<file path="config.mk">
export PLATFORM = sky130hd
export DESIGN_NAME = utf8_validate_repair_flat
export DESIGN_NICKNAME = d
export VERILOG_FILES = /design/src/design/uvr_pkg.sv /design/src/design/uvr_in_if.sv /design/src/design/uvr_out_if.sv /design/src/design/utf8_validate_repair.sv /design/src/design/uvr_front.sv /design/src/design/uvr_cmd_fifo.sv /design/src/design/uvr_back.sv /design/src/flat_wrapper.sv
export SDC_FILE = /design/constraint.sdc
export NUM_CORES = 1
export LEC_CHECK = 0
export ABC_AREA = 0
export BUFFER_PORTS_ARGS = -buffer_cell sky130_fd_sc_hd__buf_2
export CORE_ASPECT_RATIO = 1.25
export CORE_MARGIN = 2
export CORE_UTILIZATION = 65
export DETAILED_ROUTE_END_ITERATION = 8
export MAX_ROUTING_LAYER = met4
export PLACE_DENSITY = 0.83
export REMOVE_ABC_BUFFERS = 1
export SLEW_MARGIN = 20
export SYNTH_ARGS = -nofsm -noshare
export SYNTH_HDL_FRONTEND = slang
export SYNTH_SLANG_ARGS = --single-unit
</file>
<file path="constraint.sdc">
create_clock -name i_clk -period 7.2 [get_ports i_clk]
set_input_delay 0.72 -clock i_clk [delete_from_list [all_inputs] [get_ports i_clk]]
set_output_delay 0.72 -clock i_clk [all_outputs]
set_load 0.02 [all_outputs]
</file>
<file path="src/design/uvr_pkg.sv">
// ----------------------------------------------------------------------------
// uvr_pkg - shared types and constants
// command format between front and back, utf-8 limits and the U+FFFD bytes
// ----------------------------------------------------------------------------
package uvr_pkg;

    // bytes of U+FFFD in utf-8
    localparam logic [7:0] FFFD_B0 = 8'hEF;
    localparam logic [7:0] FFFD_B1 = 8'hBF;
    localparam logic [7:0] FFFD_B2 = 8'hBD;

    // lead byte masks and patterns
    localparam logic [7:0] LEAD2_MASK = 8'hE0;
    localparam logic [7:0] LEAD2_VAL  = 8'hC0;
    localparam logic [7:0] LEAD3_MASK = 8'hF0;
    localparam logic [7:0] LEAD3_VAL  = 8'hE0;
    localparam logic [7:0] LEAD4_MASK = 8'hF8;
    localparam logic [7:0] LEAD4_VAL  = 8'hF0;
    localparam logic [7:0] CONT_MASK  = 8'hC0;
    localparam logic [7:0] CONT_VAL   = 8'h80;

    // code point limits
    localparam logic [20:0] MIN_CP2 = 21'h00080;
    localparam logic [20:0] MIN_CP3 = 21'h00800;
    localparam logic [20:0] MIN_CP4 = 21'h10000;
    localparam logic [20:0] MAX_CP  = 21'h10FFFF;
    localparam logic [20:0] SURR_LO = 21'h0D800;
    localparam logic [20:0] SURR_HI = 21'h0DFFF;

    // one command: some U+FFFD tokens, then some raw bytes
    typedef struct packed {
        logic [2:0]      fffd_cnt;
        logic [2:0]      raw_cnt;
        logic [3:0][7:0] raw_bytes;
        logic            str_last;
    } t_cmd;

endpackage

</file>
<file path="src/design/uvr_in_if.sv">
// ----------------------------------------------------------------------------
// uvr_in_if - raw byte channel
// valid/ready channel carrying one raw byte and its end-of-string flag
// ----------------------------------------------------------------------------
interface uvr_in_if;
    logic       valid;
    logic       ready;
    logic [7:0] in_byte;
    logic       in_last;

    modport source (output valid, output in_byte, output in_last, input ready);
    modport sink   (input valid, input in_byte, input in_last, output ready);
endinterface

</file>
<file path="src/design/uvr_out_if.sv">
// ----------------------------------------------------------------------------
// uvr_out_if - repaired byte channel
// valid/ready channel carrying one output byte and its status flags
// ----------------------------------------------------------------------------
interface uvr_out_if;
    logic       valid;
    logic       ready;
    logic [7:0] out_byte;
    logic       out_last;
    logic       string_end;
    logic       is_substitute;
    logic       any_replaced;

    modport source (output valid, output out_byte, output out_last, output string_end,
                    output is_substitute, output any_replaced, input ready);
    modport sink   (input valid, input out_byte, input out_last, input string_end,
                    input is_substitute, input any_replaced, output ready);
endinterface

</file>
<file path="src/design/utf8_validate_repair.sv">
// ----------------------------------------------------------------------------
// utf8_validate_repair - streaming utf-8 validator and repairer
// passes well-formed utf-8 and replaces broken sequences with U+FFFD
// ----------------------------------------------------------------------------
// usage:
//   i_in takes one raw byte per request, with in_last on the final byte of a
//   string. o_out gives repaired bytes, each with out_last on the last byte
//   caused by a request, string_end on the final byte of the string,
//   is_substitute on bytes of an inserted U+FFFD and the sticky any_replaced.
//   the first output byte of a request passes through the command queue
//   and then the output register of the expander before it is valid. lead
//   and continuation bytes of an unfinished sequence give no output until
//   the sequence completes or breaks.
//   throughput while ready is high: one output byte per cycle from the
//   expander's single output register; a request of N output bytes (up to
//   12) holds it until all are taken. plain ascii: one request per cycle.
//   the scanner accepts a request whenever the command queue has room
//   (QUEUE_DEPTH commands), so it keeps accepting while the output stalls.
//   reset clears held sequence, queue, output valid and the sticky flag.
//   when the receiver drops ready the output byte holds and the queue fills.
// ----------------------------------------------------------------------------
module utf8_validate_repair #(
    parameter int QUEUE_DEPTH = 4
) (
    input  logic      i_clk,
    input  logic      i_rst_n,
    uvr_in_if.sink    i_in,
    uvr_out_if.source o_out
);
    import uvr_pkg::*;

    logic push;
    logic full;
    logic pop;
    logic empty;
    t_cmd push_cmd;
    t_cmd head_cmd;

    // scanner
    uvr_front u_front (
        .i_clk   (i_clk),
        .i_rst_n (i_rst_n),
        .i_in    (i_in),
        .i_full  (full),
        .o_push  (push),
        .o_cmd   (push_cmd)
    );

    // command queue
    uvr_cmd_fifo #(
        .DEPTH (QUEUE_DEPTH)
    ) u_fifo (
        .i_clk      (i_clk),
        .i_rst_n    (i_rst_n),
        .i_push     (push),
        .i_push_cmd (push_cmd),
        .o_full     (full),
        .i_pop      (pop),
        .o_empty    (empty),
        .o_head     (head_cmd)
    );

    // expander
    uvr_back u_back (
        .i_clk   (i_clk),
        .i_rst_n (i_rst_n),
        .i_empty (empty),
        .i_head  (head_cmd),
        .o_pop   (pop),
        .o_out   (o_out)
    );

endmodule

</file>
<file path="src/design/uvr_front.sv">
// ----------------------------------------------------------------------------
// uvr_front - sequence scanner
// holds an unfinished sequence, classifies each byte, issues commands
// ----------------------------------------------------------------------------
module uvr_front (
    input  logic          i_clk,
    input  logic          i_rst_n,
    uvr_in_if.sink        i_in,
    input  logic          i_full,
    output logic          o_push,
    output uvr_pkg::t_cmd o_cmd
);
    import uvr_pkg::*;

    logic [7:0]  r_pend [3];
    logic [1:0]  r_pc;
    logic [1:0]  r_need;
    logic [20:0] r_acc;

    logic [1:0]  n_pc;
    logic [1:0]  n_need;
    logic [20:0] n_acc;

    logic        fire;
    logic [7:0]  b;
    logic        is_cont;
    logic [20:0] acc_c;
    logic        do_start;
    logic        pend_we;
    logic [1:0]  pend_idx;
    logic [2:0]  fffd;
    logic [2:0]  raw_cnt;
    logic [1:0]  pc_eff;

    // range checks on a completed code point
    function automatic logic value_ok(input logic [1:0] need, input logic [20:0] cp);
        logic ok;
        ok = 1'b1;
        if (need == 2'd1 && cp < MIN_CP2) ok = 1'b0;
        if (need == 2'd2 && cp < MIN_CP3) ok = 1'b0;
        if (need == 2'd3 && cp < MIN_CP4) ok = 1'b0;
        if (cp > MAX_CP) ok = 1'b0;
        if (cp >= SURR_LO && cp <= SURR_HI) ok = 1'b0;
        return ok;
    endfunction

    assign fire       = i_in.valid && i_in.ready;
    assign b          = i_in.in_byte;
    assign is_cont    = (b & CONT_MASK) == CONT_VAL;
    assign acc_c      = {r_acc[14:0], b[5:0]};
    assign i_in.ready = !i_full;

    // next state and command for the incoming byte
    always_comb begin
        n_pc     = r_pc;
        n_need   = r_need;
        n_acc    = r_acc;
        pend_we  = 1'b0;
        pend_idx = r_pc;
        fffd     = 3'd0;
        raw_cnt  = 3'd0;
        pc_eff   = 2'd0;
        do_start = 1'b0;

        if (r_pc == 2'd0) begin
            do_start = 1'b1;
        end else if (!is_cont) begin
            // broken sequence: one substitute per held byte
            fffd     = {1'b0, r_pc};
            do_start = 1'b1;
        end else if (r_pc >= r_need) begin
            n_pc   = 2'd0;
            n_need = 2'd0;
            n_acc  = '0;
            if (value_ok(r_need, acc_c)) begin
                raw_cnt = {1'b0, r_pc} + 3'd1;
                pc_eff  = r_pc;
            end else begin
                fffd = {1'b0, r_pc} + 3'd1;
            end
        end else begin
            pend_we  = 1'b1;
            pend_idx = r_pc;
            n_pc     = r_pc + 2'd1;
            n_acc    = acc_c;
        end

        // scan the byte as a new start
        if (do_start) begin
            n_pc   = 2'd0;
            n_need = 2'd0;
            n_acc  = '0;
            priority if (!b[7]) begin
                raw_cnt = 3'd1;
            end else if ((b & LEAD2_MASK) == LEAD2_VAL) begin
                pend_we  = 1'b1;
                pend_idx = 2'd0;
                n_pc     = 2'd1;
                n_need   = 2'd1;
                n_acc    = {16'd0, b[4:0]};
            end else if ((b & LEAD3_MASK) == LEAD3_VAL) begin
                pend_we  = 1'b1;
                pend_idx = 2'd0;
                n_pc     = 2'd1;
                n_need   = 2'd2;
                n_acc    = {17'd0, b[3:0]};
            end else if ((b & LEAD4_MASK) == LEAD4_VAL) begin
                pend_we  = 1'b1;
                pend_idx = 2'd0;
                n_pc     = 2'd1;
                n_need   = 2'd3;
                n_acc    = {18'd0, b[2:0]};
            end else begin
                fffd = fffd + 3'd1;
            end
        end

        // end of string flushes whatever is still held
        if (i_in.in_last) begin
            fffd   = fffd + {1'b0, n_pc};
            n_pc   = 2'd0;
            n_need = 2'd0;
            n_acc  = '0;
        end
    end

    // command payload
    always_comb begin
        for (int i = 0; i < 3; i++) begin
            o_cmd.raw_bytes[i] = (2'(i) < pc_eff) ? r_pend[i] : b;
        end
        o_cmd.raw_bytes[3] = b;
        o_cmd.fffd_cnt     = fffd;
        o_cmd.raw_cnt      = raw_cnt;
        o_cmd.str_last     = i_in.in_last;
    end

    assign o_push = fire && (fffd != 3'd0 || raw_cnt != 3'd0);

    // sequence state
    always_ff @(posedge i_clk) begin
        if (!i_rst_n) begin
            r_pc   <= 2'd0;
            r_need <= 2'd0;
            r_acc  <= '0;
        end else if (fire) begin
            r_pc   <= n_pc;
            r_need <= n_need;
            r_acc  <= n_acc;
        end
    end

    // held bytes
    always_ff @(posedge i_clk) begin
        if (fire && pend_we) begin
            r_pend[pend_idx] <= b;
        end
    end

endmodule

</file>
<file path="src/design/uvr_cmd_fifo.sv">
// ----------------------------------------------------------------------------
// uvr_cmd_fifo - command queue
// small register queue between scanner and byte expander
// ----------------------------------------------------------------------------
module uvr_cmd_fifo #(
    parameter int DEPTH = 4
) (
    input  logic          i_clk,
    input  logic          i_rst_n,
    input  logic          i_push,
    input  uvr_pkg::t_cmd i_push_cmd,
    output logic          o_full,
    input  logic          i_pop,
    output logic          o_empty,
    output uvr_pkg::t_cmd o_head
);
    import uvr_pkg::*;

    localparam int PW = (DEPTH > 1) ? $clog2(DEPTH) : 1;
    localparam int CW = $clog2(DEPTH + 1);

    t_cmd          r_mem [DEPTH];
    logic [PW-1:0] r_wptr;
    logic [PW-1:0] r_rptr;
    logic [CW-1:0] r_cnt;

    logic do_push;
    logic do_pop;

    assign o_full  = r_cnt == CW'(DEPTH);
    assign o_empty = r_cnt == '0;
    assign o_head  = r_mem[r_rptr];
    assign do_push = i_push && !o_full;
    assign do_pop  = i_pop && !o_empty;

    // pointers and fill level
    always_ff @(posedge i_clk) begin
        if (!i_rst_n) begin
            r_wptr <= '0;
            r_rptr <= '0;
            r_cnt  <= '0;
        end else begin
            if (do_push) begin
                r_wptr <= (r_wptr == PW'(DEPTH - 1)) ? '0 : r_wptr + PW'(1);
            end
            if (do_pop) begin
                r_rptr <= (r_rptr == PW'(DEPTH - 1)) ? '0 : r_rptr + PW'(1);
            end
            if (do_push && !do_pop) begin
                r_cnt <= r_cnt + CW'(1);
            end else if (do_pop && !do_push) begin
                r_cnt <= r_cnt - CW'(1);
            end
        end
    end

    // entry storage
    always_ff @(posedge i_clk) begin
        if (do_push) begin
            r_mem[r_wptr] <= i_push_cmd;
        end
    end

endmodule

</file>
<file path="src/design/uvr_back.sv">
// ----------------------------------------------------------------------------
// uvr_back - byte expander
// walks each command into the output register, one byte per unstalled cycle
// ----------------------------------------------------------------------------
module uvr_back (
    input  logic          i_clk,
    input  logic          i_rst_n,
    input  logic          i_empty,
    input  uvr_pkg::t_cmd i_head,
    output logic          o_pop,
    uvr_out_if.source     o_out
);
    import uvr_pkg::*;

    logic       r_ov;
    logic [7:0] r_byte;
    logic       r_last;
    logic       r_end;
    logic       r_sub;
    logic       r_any;
    logic [2:0] r_fpos;
    logic [1:0] r_k;
    logic [1:0] r_rpos;
    logic       r_rep;

    logic       load;
    logic       take;
    logic       sub_phase;
    logic [7:0] cur_byte;
    logic       cur_final;

    assign load      = !r_ov || o_out.ready;
    assign take      = load && !i_empty;
    assign sub_phase = r_fpos < i_head.fffd_cnt;
    assign o_pop     = take && cur_final;

    // pick the current byte of the command
    always_comb begin
        cur_byte = i_head.raw_bytes[r_rpos];
        if (sub_phase) begin
            unique case (r_k)
                2'd0:    cur_byte = FFFD_B0;
                2'd1:    cur_byte = FFFD_B1;
                default: cur_byte = FFFD_B2;
            endcase
        end
    end

    // last byte of the command
    always_comb begin
        if (sub_phase) begin
            cur_final = r_k == 2'd2 && (r_fpos + 3'd1) == i_head.fffd_cnt
                        && i_head.raw_cnt == 3'd0;
        end else begin
            cur_final = ({1'b0, r_rpos} + 3'd1) == i_head.raw_cnt;
        end
    end

    // control: valid, position counters, sticky flag
    always_ff @(posedge i_clk) begin
        if (!i_rst_n) begin
            r_ov   <= 1'b0;
            r_fpos <= 3'd0;
            r_k    <= 2'd0;
            r_rpos <= 2'd0;
            r_rep  <= 1'b0;
        end else if (load) begin
            r_ov <= !i_empty;
            if (take) begin
                r_rep <= (cur_final && i_head.str_last) ? 1'b0 : (r_rep || sub_phase);
                if (cur_final) begin
                    r_fpos <= 3'd0;
                    r_k    <= 2'd0;
                    r_rpos <= 2'd0;
                end else if (sub_phase) begin
                    if (r_k == 2'd2) begin
                        r_k    <= 2'd0;
                        r_fpos <= r_fpos + 3'd1;
                    end else begin
                        r_k <= r_k + 2'd1;
                    end
                end else begin
                    r_rpos <= r_rpos + 2'd1;
                end
            end
        end
    end

    // output payload register
    always_ff @(posedge i_clk) begin
        if (take) begin
            r_byte <= cur_byte;
            r_last <= cur_final;
            r_end  <= cur_final && i_head.str_last;
            r_sub  <= sub_phase;
            r_any  <= r_rep || sub_phase;
        end
    end

    assign o_out.valid         = r_ov;
    assign o_out.out_byte      = r_byte;
    assign o_out.out_last      = r_last;
    assign o_out.string_end    = r_end;
    assign o_out.is_substitute = r_sub;
    assign o_out.any_replaced  = r_any;

endmodule

</file>
<file path="src/flat_wrapper.sv">
// flat-port wrapper written by rule: the top's interface ports become plain ports
module utf8_validate_repair_flat import uvr_pkg::*;
#(
    parameter int QUEUE_DEPTH = 4
)
  (i_clk, i_rst_n, i_in_valid, i_in_in_byte, i_in_in_last, i_in_ready, o_out_valid, o_out_out_byte, o_out_out_last, o_out_string_end, o_out_is_substitute, o_out_any_replaced, o_out_ready);
  uvr_in_if i_in_i ();
  uvr_out_if o_out_i ();
  input  logic i_clk;
  input  logic i_rst_n;
  input wire logic [$bits(i_in_i.valid)-1:0] i_in_valid;
  input wire logic [$bits(i_in_i.in_byte)-1:0] i_in_in_byte;
  input wire logic [$bits(i_in_i.in_last)-1:0] i_in_in_last;
  output wire logic [$bits(i_in_i.ready)-1:0] i_in_ready;
  output wire logic [$bits(o_out_i.valid)-1:0] o_out_valid;
  output wire logic [$bits(o_out_i.out_byte)-1:0] o_out_out_byte;
  output wire logic [$bits(o_out_i.out_last)-1:0] o_out_out_last;
  output wire logic [$bits(o_out_i.string_end)-1:0] o_out_string_end;
  output wire logic [$bits(o_out_i.is_substitute)-1:0] o_out_is_substitute;
  output wire logic [$bits(o_out_i.any_replaced)-1:0] o_out_any_replaced;
  input wire logic [$bits(o_out_i.ready)-1:0] o_out_ready;
  assign i_in_i.valid = i_in_valid;
  assign i_in_i.in_byte = i_in_in_byte;
  assign i_in_i.in_last = i_in_in_last;
  assign i_in_ready = i_in_i.ready;
  assign o_out_valid = o_out_i.valid;
  assign o_out_out_byte = o_out_i.out_byte;
  assign o_out_out_last = o_out_i.out_last;
  assign o_out_string_end = o_out_i.string_end;
  assign o_out_is_substitute = o_out_i.is_substitute;
  assign o_out_any_replaced = o_out_i.any_replaced;
  assign o_out_i.ready = o_out_ready;
  utf8_validate_repair #(.QUEUE_DEPTH(QUEUE_DEPTH)) u_core (.i_clk(i_clk), .i_rst_n(i_rst_n), .i_in(i_in_i), .o_out(o_out_i));
endmodule
</file>
==> flow_metrics.env, run 1 <==
export IMPL_status="finished clean"
export IMPL_syn_cell_area_um2=9600
export IMPL_clock_path_buffers=3
export IMPL_die_w_um=113
export IMPL_gp_congestion=0.873
export IMPL_finalPower_mw=3.54
export IMPL_post_cts_buffers=0
export IMPL_ys_async_sr_fraction_pct=0
export IMPL_crit_chain="inv_1 > ha_1 > nand2b_1 > a21o_1 > nand3_1 > o31ai_1 > ha_1 > mux2i_1 > fa_1 > mux2i_1 > o41a_1 > ha_1 > inv_1 > fa_1 > xor2_1 > or3_1 > a21boi_0"
export IMPL_finalClockSkew_ns=0.00693
export IMPL_period_needed_ns=5.15
export IMPL_grt_max_degree=40
export IMPL_portBuffers=26
export IMPL_tightest_slew_ns=1.16
export IMPL_ys_types=53
export IMPL_powerDensity_nw_per_um2=330
export IMPL_internal_power_mw=2.64
export IMPL_cp_end_kind="register"
export IMPL_min_from="u_core.u_back.o_out.valid$_SDFFE_PN0N_"
export IMPL_grt_pass1_wl_um=31000
export IMPL_synth_top_area_share_pct=60.0
export IMPL_switching_share_pct=25.3
export IMPL_area_delta_synth_final_pct=11.8
export IMPL_timing_fmax_mhz=194
export IMPL_crit_family="adder cells"
export IMPL_p_seq_share_pct=46.8
export IMPL_path_buf_inv=2
export IMPL_grt_overflow=0
export IMPL_dp_cells=770
export IMPL_stdcell_count=810
export IMPL_vdd_drop_max_v=0.000227
export IMPL_ys_seq_elements=229
export IMPL_worstSetupPathType="reg2reg"
export IMPL_cts_tree="built"
export IMPL_synthCells=585
export IMPL_drv_slew=0
export IMPL_reg2reg_from="u_core.u_front.r_pc[0]$_SDFFE_PN0P_"
export IMPL_die_y_um=140
export IMPL_crit_path_max_fanout=13
export IMPL_crit_path_start="u_core.u_front.r_pc[0]$_SDFFE_PN0P_"
export IMPL_num_io_pins=27
export IMPL_rows=49
export IMPL_grt_pass1_vias=5655
export IMPL_drive_gt1_share_pct=23.1
export IMPL_synth_flop_cell="edfxtp_1"
export IMPL_diodes=0
export IMPL_ant_nets=0
export IMPL_power_frac_comb_pct=17.1
export IMPL_worstPathRequired_ns=7.62
export IMPL_worst_ep_arrival_time_ns=5.56
export IMPL_ys_seq_area_share_pct=67.7
export IMPL_core_um2=14400
export IMPL_drv_cap=0
export IMPL_routed_via_density=6.53
export IMPL_hold_buffers=0
export IMPL_timing_final_ws_setup_ns=2.05
export IMPL_cts_htree_levels=1
export IMPL_preCtsSetupSlack_ns=2.18
export IMPL_initial_core_util_pct=66.7
export IMPL_clkTransAtPathRegs_ns=0.06
export IMPL_finalSetupViolations=0
export IMPL_nets=648
export IMPL_dr_pass1_iters=5
export IMPL_clk_latency_ns=0.50
export IMPL_netlist_top_cells_area="edfxtp_1 (60%), mux4_2 (11%), dfxtp_1 (7.7%)"
export IMPL_slew_headroom_pct=22.6
export IMPL_drtIter0Drc=429
export IMPL_cpMostUsedCell="ha_1"
export IMPL_postCtsResizedCells=0
export IMPL_antenna_found_initial=0
export IMPL_finalHoldViolCount=0
export IMPL_ys_warn_count=0
export IMPL_max_stage_delay_ns=0.64
export IMPL_cts_root_buffer="clkbuf_16"
export IMPL_dieArea_um2=15800
export IMPL_cts_sinks=229
export IMPL_rsz0062_at_grt="false"
export IMPL_wirelength_um=19600
export IMPL_p_sw_mw=0.896
export IMPL_gr_usage_all_layers_pct=26.6
export IMPL_synth_largest_area_cell="edfxtp_1"
export IMPL_static_leakage_power_nw=3.48
export IMPL_start_kind="register"
export IMPL_fillers=831
export IMPL_synth_edf_count=192
export IMPL_numCtsBuffers=22
export IMPL_p_clk_share_pct=36.0
export IMPL_setup_tns_ns=0
export IMPL_design_area_um2=10700
export IMPL_dp_hpwl_um=11600
export IMPL_postSynthAreaPerCell_um2=16.4
export IMPL_cp_slowest_cell="dfxtp_1"
export IMPL_fin_crit_sh_pct=71.5
export IMPL_routedWlPerCell_um=24.2
export IMPL_hold_class="reg2reg"
export IMPL_postPlaceCellArea_um2=9900
export IMPL_vias=5291
export IMPL_route_detailed_drc=0
worst register-to-register path, cell delays in order (launching register included):
cell and delay (ns):
dfxtp_1 0.64, inv_1 0.26, ha_1 0.34, nand2b_1 0.11, a21o_1 0.15, nand3_1 0.09, o31ai_1 0.31, ha_1 0.29
mux2i_1 0.27, fa_1 0.46, mux2i_1 0.35, o41a_1 0.34, ha_1 0.24, inv_1 0.08, fa_1 0.45, xor2_1 0.16
or3_1 0.31, a21boi_0 0.20
placed cells by master (no fill, tap or decap), types with 5 or more instances in the layout:
master	synthesis	layout
nor2b_1	30	30
nand2_1	33	33
dfxtp_1	37	36
nor2_1	22	22
inv_1	21	21
a22oi_1	16	16
nor3_1	10	8
nand3_1	8	8
and2_1	9	5
xnor2_1	6	6
a21boi_0	6	6
mux2i_1	9	9
buf_2	5	26
or2_1	5	5
clkbuf_16	0	23
mux4_2	47	47
edfxtp_1	192	192
a21oi_1	13	12
ha_1	17	17
mux2_2	19	19
o21ai_0	14	14
bufinv_16	0	5
worst paths after layout:
| check | end | slack (ns) | cells after the start |
|---|---|---|---|
| hold reg to reg | u_core.u_back.o_out.valid$_SDFFE_PN0N_ | 0.49 | 2 |
| hold / removal | u_core.u_back.o_out.valid$_SDFFE_PN0N_ | 0.49 | 2 |
| setup / recovery | u_core.u_fifo.r_cnt[2]$_SDFFE_PN0P_ | 2.05 | 17 |
| setup reg to reg | u_core.u_fifo.r_cnt[2]$_SDFFE_PN0P_ | 2.05 | 17 |
power by group through the flow:
| stage | Sequential [mW] | Combinational, mW | Clock, mW |
|---|---|---|---|
| 2_1_floorplan | 1.73 | 0.373 | 0 |
| 3_3_place_gp | 1.67 | 0.588 | 0 |
| 3_5_place_dp | 1.68 | 0.606 | 0 |
| 4_1_cts | 1.66 | 0.613 | 1.29 |
| 5_1_grt | 1.67 | 0.659 | 1.34 |
| 6_report | 1.66 | 0.606 | 1.28 |
area by class of cell:
type	instances	area (µm²)	area share [%]
Clock inverter	11	195	1.82
Inverter	22	82.6	0.769
Clock buffer	29	628	5.85
Tap cell	178	223	2.07
Multi-Input combinational cell	312	2950	27.4
Sequential cell	229	6510	60.6
Timing Repair Buffer	29	153	1.42
cell usage after synthesis (all sizes together) (10+ instances only):
master and instances:
edfxtp 192, mux2 20, mux4 47, nor3 10, nand2 33, a22oi 16, a21oi 13, o21ai 16
nor2 22, clkbuf 13, ha 17, nor2b 30, dfxtp 37, inv 21
through the flow:
stage               hold WS [ns]  utilization [%]
floorplan                  0.468                -
global placement           0.461             68.7
detailed placement         0.490             68.7
CTS                        0.498             74.4
global route               0.526             74.5
finish                     0.494             74.5
registers in the layout, summed over array words and instances (netlist names), named ones only:
name,count
u_core.u_back.o_out.is_substitute,1
u_core.u_back.r_fpos,3
u_core.u_back.r_rep,1
u_core.u_fifo.r_wptr,2
u_core.u_fifo.r_cnt,3
u_core.u_back.o_out.string_end,1
u_core.u_fifo.r_mem,156
u_core.u_back.o_out.out_byte,8
u_core.u_back.o_out.out_last,1
u_core.u_front.r_pc,2
u_core.u_front.r_pend,24
u_core.u_fifo.r_rptr,2
u_core.u_front.r_need,2
u_core.u_back.o_out.valid,1
u_core.u_back.o_out.any_replaced,1
u_core.u_back.r_rpos,2
u_core.u_back.r_k,2
u_core.u_front.r_acc,15
metal layers:
metal	routed length (µm)	track usage [%]
met2	10400	45.6
met3	1130	3.38
met1	7460	32.8
met5	0	-
met4	656	9.44
kinds of logic (layout without fill, tap and decap cells):
group / after synthesis / count (layout) / share of synthesized area [%]
compound gates: 69 / 69 / 4.83
xor+xnor: 10 / 10 / 0.990
fa+ha+maj: 19 / 19 / 2.63
buf+inv: 44 / 91 / 1.86
flops: 229 / 229 / 67.7
mux: 76 / 76 / 14.3
simple gates: 138 / 138 / 7.60
Note: power is estimated with default switching activity, not from simulation.
==> run 2: changes to the inputs <==
--- a/config.mk
+++ b/config.mk
@@ -5,14 +5,14 @@
 export SDC_FILE = /design/constraint.sdc
 export NUM_CORES = 1
 export LEC_CHECK = 0
-export ABC_AREA = 0
+export ABC_AREA = 1
 export BUFFER_PORTS_ARGS = -buffer_cell sky130_fd_sc_hd__buf_2
 export CORE_ASPECT_RATIO = 1.25
 export CORE_MARGIN = 2
-export CORE_UTILIZATION = 65
+export CORE_UTILIZATION = 62
 export DETAILED_ROUTE_END_ITERATION = 8
 export MAX_ROUTING_LAYER = met4
-export PLACE_DENSITY = 0.83
+export PLACE_DENSITY = 0.79
 export REMOVE_ABC_BUFFERS = 1
 export SLEW_MARGIN = 20
 export SYNTH_ARGS = -nofsm -noshare
==> constraint.sdc (replaced) <==
create_clock -name i_clk -period 4.8 [get_ports i_clk]
set_input_delay 0.48 -clock i_clk [delete_from_list [all_inputs] [get_ports i_clk]]
set_output_delay 0.48 -clock i_clk [all_outputs]
set_load 0.02 [all_outputs]
==> run 2 against run 1 <==
Against the previous run:
- combinational power up 130%
- via count up 27%
- setup slack worse by 1.5 ns
- flip-flop and latch count unchanged
- cell count up 36%
- total power up 65%
- synthesized area up 0.23%
- clock skew about the same
- critical path type unchanged
- critical endpoint unchanged
- clock power up 47%
- worst hold slack worse by 0.21 ns
- register-to-register slack worse by 1.5 ns
- critical path depth up 15
==> flow_metrics.env, run 2 <==
export IMPL_synth_edf_count=192
export IMPL_area_delta_synth_final_pct=12.7
export IMPL_endpoint="u_core.u_fifo.r_cnt[2]$_SDFFE_PN0P_"
export IMPL_largest_register="u_core.u_fifo.r_mem"
export IMPL_dp_hpwl_um=13000
export IMPL_final_util_pct=72.0
export IMPL_cpMostUsedCell="nand2_1"
export IMPL_ant_nets=0
export IMPL_period_needed_ns=4.30
export IMPL_core_um2=15100
export IMPL_worstPathRequired_ns=5.18
export IMPL_nets=908
export IMPL_grt_max_degree=71
export IMPL_preCtsSetupSlack_ns=0.361
export IMPL_grt_pass1_wl_um=34500
export IMPL_static_leakage_power_nw=3.87
export IMPL_start_kind="register"
export IMPL_ys_async_sr_fraction_pct=0
export IMPL_rows=50
export IMPL_numCtsBuffers=22
export IMPL_finalHoldViolCount=0
export IMPL_post_cts_buffers=0
export IMPL_drive_gt1_share_pct=11.0
export IMPL_gp_congestion=0.808
export IMPL_rsz0062_at_grt="false"
export IMPL_route_detailed_drc=0
export IMPL_ys_seq_elements=229
export IMPL_yosys_cell_count_top_type="edfxtp_1"
export IMPL_gr_usage_all_layers_pct=28.1
export IMPL_dr_pass1_iters=5
export IMPL_die_y_um=143
export IMPL_finalSetupViolations=0
export IMPL_drtIter0Drc=747
export IMPL_crit_path_start="u_core.u_front.r_pc[0]$_SDFFE_PN0P_"
export IMPL_netlist_top_cells_area="edfxtp_1 (60%), dfxtp_1 (7.7%), o21ai_0 (5.0%)"
export IMPL_synth_top_area_share_pct=59.9
export IMPL_status="finished clean"
export IMPL_die_w_um=115
export IMPL_synth_flop_cell="edfxtp_1"
export IMPL_clock_path_buffers=3
export IMPL_drv_slew=0
export IMPL_ys_warn_count=0
export IMPL_portBuffers=26
export IMPL_reg2reg_from="u_core.u_front.r_pc[0]$_SDFFE_PN0P_"
export IMPL_postCtsResizedCells=0
export IMPL_vdd_drop_max_v=0.000411
export IMPL_fin_crit_sh_pct=89.5
export IMPL_diodes=0
export IMPL_wirelength_um=22000
export IMPL_cts_tree="built"
export IMPL_r2r_setup_slack_ns=0.50
export IMPL_drv_cap=0
export IMPL_max_stage_delay_ns=0.43
export IMPL_cts_htree_levels=1
export IMPL_synth_largest_area_cell="edfxtp_1"
export IMPL_finalClockSkew_ns=0.00683
export IMPL_routedWlPerCell_um=20.0
export IMPL_top_regs="u_core.u_fifo.r_mem: 156 flops, u_core.u_front.r_pend: 24 flops, u_core.u_front.r_acc: 15 flops"
export IMPL_routed_via_density=6.09
export IMPL_final_common_cell="edfxtp_1"
export IMPL_timing_final_ws_setup_ns=0.504
export IMPL_powerDensity_nw_per_um2=537
export IMPL_r2r_end="u_core.u_fifo.r_cnt[2]$_SDFFE_PN0P_"
export IMPL_timing_fmax_mhz=233
export IMPL_initial_core_util_pct=63.9
export IMPL_postSynthAreaPerCell_um2=11.3
export IMPL_tightest_slew_ns=0.917
export IMPL_clk_latency_ns=0.50
export IMPL_num_io_pins=27
export IMPL_vias=6697
export IMPL_worst_ep_arrival_time_ns=4.68
export IMPL_antenna_found_initial=0
export IMPL_slew_headroom_pct=38.6
export IMPL_worstSetupPathType="reg2reg"
export IMPL_design_area_um2=10800
export IMPL_grt_pass1_vias=6682
export IMPL_grt_overflow=0
export IMPL_syn_cell_area_um2=9630
export IMPL_cts_sinks=229
export IMPL_cts_root_buffer="clkbuf_16"
export IMPL_clkTransAtPathRegs_ns=0.06
export IMPL_crit_family="adder cells"
export IMPL_ys_types=39
export IMPL_postPlaceCellArea_um2=10000
export IMPL_final_cell_mix="edfxtp_1 (192), nand2_1 (122), nor2_1 (105), o21ai_0 (96), inv_1 (56)"
export IMPL_cp_slowest_cell="fa_1"
export IMPL_synthCells=852
export IMPL_cp_end_kind="register"
export IMPL_ys_top_cells_by_count="edfxtp_1 (192), nand2_1 (122), nor2_1 (110), o21ai_0 (97), inv_1 (57)"
export IMPL_hold_buffers=0
export IMPL_crit_cells=32
export IMPL_crit_path_max_fanout=6
export IMPL_min_from="i_in_in_byte[2]"
export IMPL_hold_slack_ns=0.281
export IMPL_path_buf_inv=9
export IMPL_hold_depth=1
export IMPL_r2r_cells=32
export IMPL_hold_class="in2reg"
export IMPL_ys_seq_area_share_pct=67.6
export IMPL_dieArea_um2=16500
export IMPL_largest_reg_flops=156
## run 2: changes by cell type after synthesis, moves of 28 or more
cell / before / now
nand2_1: 33 / 122
inv_1: 21 / 57
nor2_1: 22 / 110
o21ai_0: 14 / 97
o221ai_1: 0 / 28
nor2b_1: 30 / 0
nand3_1: 8 / 41
mux4_2: 47 / 0
## run 2: kinds of logic (layout without fill, tap and decap cells)
kind of cell             after synthesis  count (layout)  share of synthesized area, %
AO/OA/AOI/OAI                        195             195                          12.0
adder cells (fa/ha/maj)               19              19                          2.63
buffers and inverters                101             141                          4.17
flip-flops                           229             229                          67.6
AND/OR/NAND/NOR                      302             302                          13.0
XOR/XNOR                               6               6                         0.546
## run 2: area by class of cell
class                   instances  area, µm²
inverters                      62        238
clock inverters                13        188
multi-input cells             522       2770
flip-flops and latches        229       6510
fillers                       984       4230
repair buffers                 39        278
clock buffers                  27        611
well taps                     208        260
## run 2: metal layers
metal  routed length, µm  up-vias  track usage [%]  part of all wire (%)
met4                 590        0             10.3                   2.7
met2               11400      334             48.0                    52
met5                   0        -                -                     0
li1                    -     3089                -                     -
met3                1770       56             4.05                   8.1
met1                8230     3218             34.1                    37
## run 2: power breakdown
group          switching [mW]  internal [mW]
clock                   0.708           1.17
combinational           0.990          0.420
sequential              0.104           2.44
total                    1.80           4.03
## run 2: how the worst min path moves through the flow
stage | to | slack [ns]
2_1_floorplan | u_core.u_front.r_acc[0]$_SDFFE_PN0P_ | 0.45
3_3_place_gp | u_core.u_front.r_acc[0]$_SDFFE_PN0P_ | 0.46
3_5_place_dp | u_core.u_front.r_acc[0]$_SDFFE_PN0P_ | 0.47
4_1_cts | u_core.u_fifo.r_mem[1][27]$_DFFE_PP_ | 0.28
5_1_grt | u_core.u_front.r_pend[2][2]$_DFFE_PP_ | 0.29
6_report | u_core.u_fifo.r_mem[1][27]$_DFFE_PP_ | 0.28
## run 2: worst register-to-register path: cells and delay by family, from the launching register on
kind / cells / cell delay, ns
DFF: 1 / 0.38
adders and majority gates: 5 / 1.55
and+or+nand+nor: 13 / 1.06
buffers and inverters: 9 / 0.60
AOI/OAI and AO/OA: 5 / 0.57
## run 2: through the flow
stage	power [mW]	TNS (ns)	instances
floorplan	3.48	-17.11	813
global placement	3.89	0	1060
detailed placement	3.97	0	1060
CTS	5.84	0	1100
global route	6.08	0	1100
finish	5.83	0	1100
==> run 3: changes to the inputs <==
--- a/config.mk
+++ b/config.mk
@@ -13,6 +13,7 @@
 export DETAILED_ROUTE_END_ITERATION = 8
 export MAX_ROUTING_LAYER = met4
 export PLACE_DENSITY = 0.79
+export RECOVER_POWER = 50
 export REMOVE_ABC_BUFFERS = 1
 export SLEW_MARGIN = 20
 export SYNTH_ARGS = -nofsm -noshare
==> run 3 against run 2 <==
Against the previous run:
- sequential power barely moved
- fmax increased by 0.37%
- routed wire length grew 0.37%
- largest cell class unchanged
- worst hold slack better by 0.065 ns
- register-to-register slack better by 0.02 ns
- critical path type unchanged
- final area down 0.46%
- non-clock buffer count unchanged
- sequential share of layout area is 0.28 points higher
- global-route usage unchanged
- combinational power about the same
- cell count is the same
==> flow_metrics.env, run 3 (synthesized netlist as in run 2, its figures left out) <==
export IMPL_max_stage_delay_ns=0.43
export IMPL_postPlaceCellArea_um2=10000
export IMPL_met3_usage_pct=4.05
export IMPL_worstPathRequired_ns=5.18
export IMPL_finalClockSkew_ns=0.00845
export IMPL_cts_sinks=229
export IMPL_busiest_layer="met2"
export IMPL_rsz0062_at_grt="false"
export IMPL_die_y_um=143
export IMPL_core_um2=15100
export IMPL_drv_cap=0
export IMPL_grt_max_degree=71
export IMPL_drtIter0Drc=750
export IMPL_dp_cells=1060
export IMPL_dp_hpwl_um=13000
export IMPL_hold_buffers=0
export IMPL_static_leakage_power_nw=3.80
export IMPL_routedWlPerCell_um=20.1
export IMPL_drv_slew=0
export IMPL_use_met2_pct=48.0
export IMPL_finalSetupViolations=0
export IMPL_largest_register="u_core.u_fifo.r_mem"
export IMPL_setup_tns_ns=0
export IMPL_preCtsSetupSlack_ns=0.361
export IMPL_hold_class="in2reg"
export IMPL_gr_usage_all_layers_pct=28.1
export IMPL_status="finished clean"
export IMPL_cts_htree_levels=1
export IMPL_wirelength_um=22100
export IMPL_design_area_um2=10800
export IMPL_cp_slowest_cell="fa_1"
export IMPL_final_util_pct=71.6
export IMPL_clkTransAtPathRegs_ns=0.06
export IMPL_stdcell_count=1100
export IMPL_worstSetupPathType="reg2reg"
export IMPL_die_w_um=115
export IMPL_timing_fmax_mhz=234
export IMPL_grt_pass1_wl_um=34500
export IMPL_cpMostUsedCell="nand2_1"
export IMPL_cp_end_kind="register"
export IMPL_top_regs="u_core.u_fifo.r_mem: 156 flops, u_core.u_front.r_pend: 24 flops, u_core.u_front.r_acc: 15 flops"
export IMPL_hold_slack_ns=0.346
export IMPL_fin_crit_sh_pct=89.2
export IMPL_period_needed_ns=4.28
export IMPL_rows=50
export IMPL_area_delta_synth_final_pct=12.2
export IMPL_dr_pass1_iters=6
export IMPL_clk_latency_ns=0.50
export IMPL_tightest_slew_ns=1.23
export IMPL_met1_usage_pct=34.1
export IMPL_vias=6668
export IMPL_nets=908
export IMPL_drive_gt1_share_pct=7.74
export IMPL_vdd_drop_max_v=0.000415
export IMPL_portBuffers=26
export IMPL_grt_overflow=0
export IMPL_start_kind="register"
export IMPL_slew_headroom_pct=17.5
export IMPL_antenna_found_initial=0
export IMPL_dieArea_um2=16500
export IMPL_ant_nets=0
export IMPL_initial_core_util_pct=63.9
export IMPL_crit_path_max_fanout=6
export IMPL_routed_via_density=6.06
export IMPL_finalHoldViolCount=0
export IMPL_cts_root_buffer="clkbuf_16"
export IMPL_num_io_pins=27
export IMPL_cts_tree="built"
export IMPL_numCtsBuffers=22
export IMPL_powerDensity_nw_per_um2=538
export IMPL_final_cell_mix="edfxtp_1 (192), nand2_1 (122), nor2_1 (107), o21ai_0 (96), inv_1 (56)"
export IMPL_timing_final_ws_setup_ns=0.520
export IMPL_diodes=0
export IMPL_gp_congestion=0.808
export IMPL_route_detailed_drc=0
export IMPL_clock_path_buffers=3
export IMPL_largest_reg_flops=156
export IMPL_finalPower_mw=5.81
export IMPL_final_common_cell="edfxtp_1"
export IMPL_grt_pass1_vias=6682
export IMPL_worst_ep_arrival_time_ns=4.66
## run 3: cell types whose count changed in the layout (fill, tap and decap cells not counted)
cell / change
clkbuf_1: +26
buf_2: -23
buf_4: -3
nor2_1: +2
nor2_2: -2
and2_0: +1
and2_1: -1
nor3_1: +1
nor3_2: -1
## run 3: timing repair
| item | in CTS | in global routing |
|---|---|---|
| setup buffers | 0 | 0 |
| endpoints found under the setup margin | 0 | 1 |
| resized for setup | 0 | 5 |
## run 3: final cells by class
type                    count  area, µm²
repair buffers             39        238
flip-flops and latches    229       6510
fillers                  1000       4280
well taps                 208        260
clock inverters            13        188
clock buffers              27        611
inverters                  62        238
multi-input cells         522       2760
## run 3: critical path: cells and delay by family, from the launching register on
| family | cells | cell delay, ns |
|---|---|---|
| fa+ha+maj | 5 | 1.55 |
| simple gates | 13 | 1.07 |
| buf+inv | 9 | 0.59 |
| compound gates | 5 | 0.57 |
| flops | 1 | 0.38 |
## run 3: report_power, final
group | switching (mW) | internal, mW
Combinational | 0.993 | 0.399
Clock | 0.702 | 1.17
Sequential | 0.106 | 2.44
## run 3: path summary, 6_finish.rpt
| path | start | to | slack, ns | cells past startpoint |
|---|---|---|---|---|
| max | u_core.u_front.r_pc[0]$_SDFFE_PN0P_ | u_core.u_fifo.r_cnt[2]$_SDFFE_PN0P_ | 0.52 | 32 |
| min | i_rst_n | u_core.u_fifo.r_wptr[1]$_SDFFE_PN0P_ | 0.35 | 3 |
| max reg2reg | u_core.u_front.r_pc[0]$_SDFFE_PN0P_ | u_core.u_fifo.r_cnt[2]$_SDFFE_PN0P_ | 0.52 | 32 |
| min reg2reg | u_core.u_front.r_acc[0]$_SDFFE_PN0P_ | u_core.u_front.r_acc[0]$_SDFFE_PN0P_ | 0.48 | 2 |
## run 3: metal layers
layer  part of all wire [%]  wire length, µm
met1                     38             8310
met5                      0                0
met4                    2.6              566
met3                    8.3             1840
met2                     51            11400
